**config.mk**
```make
export PLATFORM = sky130hd
export DESIGN_NAME = pedw_div
export DESIGN_NICKNAME = d
export VERILOG_FILES = /design/src/rtl/point_edge_distance_window_assert.svh /design/src/rtl/pedw_pkg.sv /design/src/rtl/pedw_div.sv
export SDC_FILE = /design/constraint.sdc
export NUM_CORES = 2
export LEC_CHECK = 0
export ABC_CLOCK_PERIOD_IN_PS = 3750
export BUFFER_PORTS_ARGS = -buffer_cell sky130_fd_sc_hd__buf_2
export CAP_MARGIN = 40
export CORE_UTILIZATION = 42
export DETAILED_ROUTE_END_ITERATION = 8
export GPL_TIMING_DRIVEN = 0
export PLACE_DENSITY = 0.54
export SLEW_MARGIN = 30
export SYNTH_ARGS = -nofsm -noshare
export SYNTH_HDL_FRONTEND = slang
export SYNTH_SLANG_ARGS = --single-unit
```
**constraint.sdc**
```tcl
create_clock -name clock -period 3.75 [get_ports clock]
set_input_delay 0.5625 -clock clock [delete_from_list [all_inputs] [get_ports clock]]
set_output_delay 0.5625 -clock clock [all_outputs]
set_load 0.01 [all_outputs]
```
**src/rtl/point_edge_distance_window_assert.svh**
```systemverilog
// Assertion macros for the point-to-edge distance pipeline.
`ifndef POINT_EDGE_DISTANCE_WINDOW_ASSERT_SVH
`define POINT_EDGE_DISTANCE_WINDOW_ASSERT_SVH

// Implication checked on every edge outside reset.
`define PEDW_ASSERT_IMPL(label, clk, rst, ante, cons) \
   label: assert property (@(posedge clk) disable iff (rst) (ante) |-> (cons)) \
      else $error("assertion failed");

// Next-cycle implication checked outside reset.
`define PEDW_ASSERT_NEXT(label, clk, rst, ante, cons) \
   label: assert property (@(posedge clk) disable iff (rst) (ante) |=> (cons)) \
      else $error("assertion failed");

`endif

```
**src/rtl/pedw_pkg.sv**
```systemverilog
package pedw_pkg;

   localparam int CoordW = 16;
   localparam int WinW   = 16;
   localparam int DistW  = 36;
   localparam int CsrAW  = 1;

   localparam logic [CsrAW-1:0] CSR_WINDOW_LOW  = 1'b0;
   localparam logic [CsrAW-1:0] CSR_WINDOW_HIGH = 1'b1;

   localparam logic [WinW-1:0] WINDOW_LOW_RESET  = 16'd9830;
   localparam logic [WinW-1:0] WINDOW_HIGH_RESET = 16'd55706;

   typedef struct packed {
      logic signed [CoordW-1:0] point_x;
      logic signed [CoordW-1:0] point_y;
      logic signed [CoordW-1:0] point_z;
      logic signed [CoordW-1:0] head_x;
      logic signed [CoordW-1:0] head_y;
      logic signed [CoordW-1:0] head_z;
      logic signed [CoordW-1:0] tail_x;
      logic signed [CoordW-1:0] tail_y;
      logic signed [CoordW-1:0] tail_z;
   } req_type;

   typedef struct packed {
      logic [DistW-1:0] dist_sq;
      logic             in_window;
      logic             edge_degenerate;
   } rsp_type;

endpackage

```
**src/rtl/pedw_div.sv**
```systemverilog
module pedw_div
   import pedw_pkg::*;
#(
   parameter int NumW  = 36,
   parameter int QBits = 16,
   parameter int SideW = 8
) (
   input  logic             clock,
   input  logic             reset,
   input  logic             adv,
   input  logic             in_valid,
   input  logic [NumW-1:0]  in_num,
   input  logic [NumW-1:0]  in_den,
   input  logic [SideW-1:0] in_side,
   output logic             out_valid,
   output logic [QBits-1:0] out_quo,
   output logic [SideW-1:0] out_side
);

   logic             vld_ff [QBits+1];
   logic [NumW:0]    rem_ff [QBits+1];
   logic [NumW-1:0]  den_ff [QBits+1];
   logic [QBits-1:0] quo_ff [QBits+1];
   logic [SideW-1:0] side_ff[QBits+1];

   always_ff @(posedge clock) begin
      if (reset) begin
         for (int k = 0; k <= QBits; k++) vld_ff[k] <= 1'b0;
      end else if (adv) begin
         vld_ff[0] <= in_valid;
         for (int k = 1; k <= QBits; k++) vld_ff[k] <= vld_ff[k-1];
      end
   end

   always_ff @(posedge clock) begin
      if (adv) begin
         rem_ff[0]  <= {1'b0, in_num};
         den_ff[0]  <= in_den;
         quo_ff[0]  <= '0;
         side_ff[0] <= in_side;
      end
   end

   for (genvar k = 1; k <= QBits; k++) begin : g_step
      logic [NumW:0] shl_in;
      logic          ge_in;
      assign shl_in = {rem_ff[k-1][NumW-1:0], 1'b0};
      assign ge_in  = shl_in >= {1'b0, den_ff[k-1]};
      always_ff @(posedge clock) begin
         if (adv) begin
            rem_ff[k]  <= ge_in ? (shl_in - {1'b0, den_ff[k-1]}) : shl_in;
            den_ff[k]  <= den_ff[k-1];
            quo_ff[k]  <= {quo_ff[k-1][QBits-2:0], ge_in};
            side_ff[k] <= side_ff[k-1];
         end
      end
   end

   assign out_valid = vld_ff[QBits];
   assign out_quo   = quo_ff[QBits];
   assign out_side  = side_ff[QBits];

endmodule

```
== Yosys cells after proc, flatten, opt, wreduce, memory -nomap -nowiden ==
Memories as Yosys holds them, arrays and structs flattened.
Cells that the tools add are included.

* Memories: 5
* Flip-flop bits (word level): 0
* Output and inout bits: 25
* Bits of input ports: 84
* Bits in writable memories: 1666
* Logic and storage cells: 93

{| class="wikitable"
|+ Memory list
! name !! depth !! width !! read ports !! clocked after memory_dff !! wr ports !! line !! RTL
|-
| rem_ff || 17 || 37 || 16 || 0 || 17 || pedw_div.sv:21 || <nowiki>logic [NumW:0] rem_ff [QBits+1];</nowiki>
|-
| den_ff || 17 || 36 || 16 || 0 || 17 || pedw_div.sv:22 || <nowiki>logic [NumW-1:0] den_ff [QBits+1];</nowiki>
|-
| quo_ff || 17 || 16 || 17 || 0 || 17 || pedw_div.sv:23 || <nowiki>logic [QBits-1:0] quo_ff [QBits+1];</nowiki>
|-
| side_ff || 17 || 8 || 17 || 0 || 17 || pedw_div.sv:24 || <nowiki>logic [SideW-1:0] side_ff[QBits+1];</nowiki>
|-
| vld_ff || 17 || 1 || 17 || 0 || 17 || pedw_div.sv:20 || <nowiki>logic vld_ff [QBits+1];</nowiki>
|}

* Bitwise gates (word level): 17
* Add/subtract/negate cells: 16
* Multiplexer cells: 39
* $lt $le $gt $ge: 16

{| class="wikitable"
|+ Operators with widths
! kind !! number
|-
| greater-or-equal comparator 37 x 36 -> 1 bit || 16
|-
| two-way mux 37 bit || 16
|-
| subtractor 37 x 36 -> 37 bit || 16
|-
| two-way mux 1 bit || 23
|-
| bitwise OR 1 bit || 17
|}

== Longest topological paths before layout ==
* Depth after elaboration: 4
* Depth in mapped cells: 16
* Mapped depth without buffers: 13

== Worst setup path after synthesis ==
OpenSTA, ideal clock, no wires.

* Path type: register -> register
* From: memory rem_ff[0][5] (netlist name)
* To: memory rem_ff[0][68] (netlist name), data pin
* Setup time: 0.260 ns
* Path buffers: 1
* Stages on the path, launching flop included: 13
* Required time: 3.490 ns
* Clock period less this slack: 3.296 ns
* Path slack: 0.454 ns
* Arrival time: 3.036 ns
* Cell sequence: edfxtp_1 -> ha_1 -> a21oi_1 -> o21ai_1 -> a2111oi_0 -> a21oi_1 -> a31oi_1 -> o21ai_0 -> nand2_1 -> o21ai_1 -> a211oi_4 -> buf_6 -> mux2_2

{| class="wikitable"
|+ RTL lines
! what !! line
|-
| from (decl) || pedw_div.sv:21
|}

==> reports/qor.csv <==
metric;value;unit
outcome;finished clean;
sequential share of the synthesized area;53.5;%
final hold vios;0;
TritonRoute pass-1 iters;6;
GRT Residual Overflow;0;
Post-synth top cells;edfxtp_1 (1,441), a21oi_1 (790), inv_1 (745), ha_1 (575), nor2_1 (537);
Area Overhead vs Synth;15.4;%
MaxCap Viol Count;0;
via count;57000;
WL final;222;mm
RSZ-0062 raised after global routing;true;
WP data arrival;4340;ps
DRC errors left;0;
Critical-path top delay cell;edfxtp_1;
fmax;271;MHz
post-synth top area cell;edfxtp_1;
CP Class;flip-flop to flip-flop;
Max Buffers Root-to-Sink;3;
DIE WIDTH;441;um
Final setup viols;0;
most crowded layer after global routing;met2;
Pins Over Slew Limit;0;
Starting Density;42.4;%
synth unique cells;95;
net count after synthesis;8060;
Post-synth EDFFs;1441;
clk sinks;1441;
CP max FO;10;
share of the synthesized area in the top cell type;53.5;%
CP Capture Type;flip-flop;
hpwl dp;171;mm
chip height;441;um
row count;160;
Max IR drop VDD;0.481;mV
DRT iter0 DRCs;3974;
fin util;49.0;%
GRT Total Usage;22.5;%
power per cell area;867;nW/um2
CTS tree;built;
I/O pin cnt;109;
post-synthesis cell area;81000;um2
Rel. slew slack;51.9;%
worst path cell trace;ha_4 > and3_4 > and4_4 > nand3_2 > o31ai_4 > buf_12 > o2111ai_2 > a21oi_2 > a21oi_4 > o31ai_4 > buf_6 > buf_4 > buf_4 > nor2_1 > a31oi_1;
Placed Area;85100;um2
initial antenna violation count;9;
met1 usage in global routing;28.4;%
layout cells sized above 1;11.3;%
Final ANT Viol Nets;0;
Buf+Inv Stages, Crit Path;4;
Min Clock Period, post-route;3690;ps
Worst Hold Class;input pin to flip-flop;
clock skew;30.6;ps
antenna fix cells;0;
async set-reset flop share out of synthesis;0;%
Synthesis Warnings;0;
clock root buffer;clkbuf_16;
first-pass GRT wire length;334;mm
insertion delay to the later sink of the worst-skew pair;830;ps
register bit total from synthesis;1441;
met3 usage;3.32;%
startpoint types;flip-flop;
Die ar.;195000;um2
synthesized area per cell;11.0;um2
largest net degree at the start of global routing;130;
count leader, synth;edfxtp_1;
Clock transition at path regs;60;ps
number of global-route vias before repair;55900;
Core ar.;191000;um2
ranking of synthesized cells by area;edfxtp_1 (53%), ha_1 (8.9%), a21oi_1 (4.9%);
cell area after layout;93400;um2
Vias/cell;5.45;
Largest stage delay, worst path;530;ps
Filler Cell Count;17400;
met2 global-route usage;38.6;%
Final period util;98.4;%
Main synth FF type;edfxtp_1;
Worst Max-Slew Pin Slew;722;ps
DR WL/cell;21.3;um
Worst Path Required;4390;ps
I/O Buffers;108;
# nets final;8487;
cell family with the largest share of critical-path delay;compound AO/OA/AOI/OAI gates;
Pleak;37.4;nW
Gate Count Post-Synth;7386;
routability congestion estimate;0.975;
TritonCTS Buffers;164;
CTS H-tree depth;4;
metal layers:
| metal | part of all wire, % | routed length (um) | vias up |
|---|---|---|---|
| met5 | 0 | 0 | - |
| met4 | 4.4 | 9870 | 0 |
| met3 | 4.1 | 9190 | 393 |
| met2 | 48 | 107000 | 1314 |
| met1 | 43 | 96500 | 27400 |
| li1 | - | - | 27900 |
power breakdown:
part           internal, mW  leakage [nW]  switching, mW
Sequential             23.6          14.1           2.71
Combinational          15.5          20.8           23.4
Clock                  9.04          2.53           6.68
Total                  48.1          37.4           32.8
worst register-to-register path, stage by stage (launching register included):
cell and delay, ps:
edfxtp_1 530, ha_4 360, and3_4 210, and4_4 290
nand3_2 120, o31ai_4 250, buf_12 150, o2111ai_2 160
a21oi_2 270, a21oi_4 100, o31ai_4 300, buf_6 150
buf_4 110, buf_4 240, nor2_1 80, a31oi_1 190
placed cells by master (no fill, tap or decap), drive strengths merged, types with 19 or more instances in the layout:
master / instances
edfxtp: 1441
dlygate4sd3: 81
and4: 19
and2: 50
o2111ai: 22
nand2b: 80
ha: 575
nor4: 32
a211oi: 49
inv: 752
nand2: 470
o211ai: 34
o31ai: 61
a21boi: 24
xor2: 187
a21oi: 790
mux2: 127
nand3: 131
nor2: 537
and3: 55
clkinv: 69
o21a: 70
o21ai: 459
o21bai: 90
a21o: 246
buf: 244
clkbuf: 339
nor2b: 89
nand4: 103
nor3: 71
a31oi: 49
or3: 20
xnor2: 260
final timing paths:
check                                 from                       end  slack [ps]  depth (start not counted)
hold reg to reg    quo_ff[2][39]$_DFFE_PP_   quo_ff[2][56]$_DFFE_PP_         410                          0
setup / recovery  rem_ff[0][457]$_DFFE_PP_  rem_ff[0][511]$_DFFE_PP_          60                         15
hold / removal                         adv   rem_ff[0][59]$_DFFE_PP_         190                          1
setup reg to reg  rem_ff[0][457]$_DFFE_PP_  rem_ff[0][511]$_DFFE_PP_          60                         15
cells by family after synthesis:
kind of cell	Yosys count	share of synthesized area, %
and+or+nand+nor	1723	10.1
AOI/OAI and AO/OA	2080	15.9
adders and majority gates	590	9.26
xor gates and xnor gates	447	4.84
DFF	1441	53.5
muxes	142	1.95
buffers and inverters	963	4.57
layout make-up:
cell class | count | area, um2 | area share (%)
buffer | 188 | 1040 | 1.12
clock buffer | 194 | 4220 | 4.51
clock inverter | 100 | 1020 | 1.10
inverter | 747 | 2810 | 3.01
multi-input combinational | 4982 | 35300 | 37.8
sequential | 1441 | 43300 | 46.3
tap | 2511 | 3140 | 3.36
timing repair buffer | 289 | 2590 | 2.78
metrics by stage:
step / hold WS, ps / std cells / total power, mW / setup slack, ps / setup TNS (ps)
global route: 153 / 10500 / 86.2 / -43.0 / -174
global placement: 400 / 10000 / 63.3 / -21970 / -
detailed placement: 405 / 10000 / 62.8 / -1800 / -594930
finish: 191 / 10500 / 80.9 / 58.1 / 0
CTS: 130 / 10400 / 80.3 / 1.23 / 0
floorplan: 400 / 7386 / 51.3 / 454 / 0
registers in the layout, summed over array words and instances (netlist names):
signal   count
den_ff     576
quo_ff     136
rem_ff     576
side_ff    136
vld_ff      17
what timing repair did:
item,in CTS,in global routing
hold endpoints to repair,81,0
pin swaps,37,47
gates cloned,6,1
resized for setup,233,163
endpoints found under the setup margin,665,470
hold buffers,81,0
setup buffers,37,32
(Power assumes the default switching activity.)
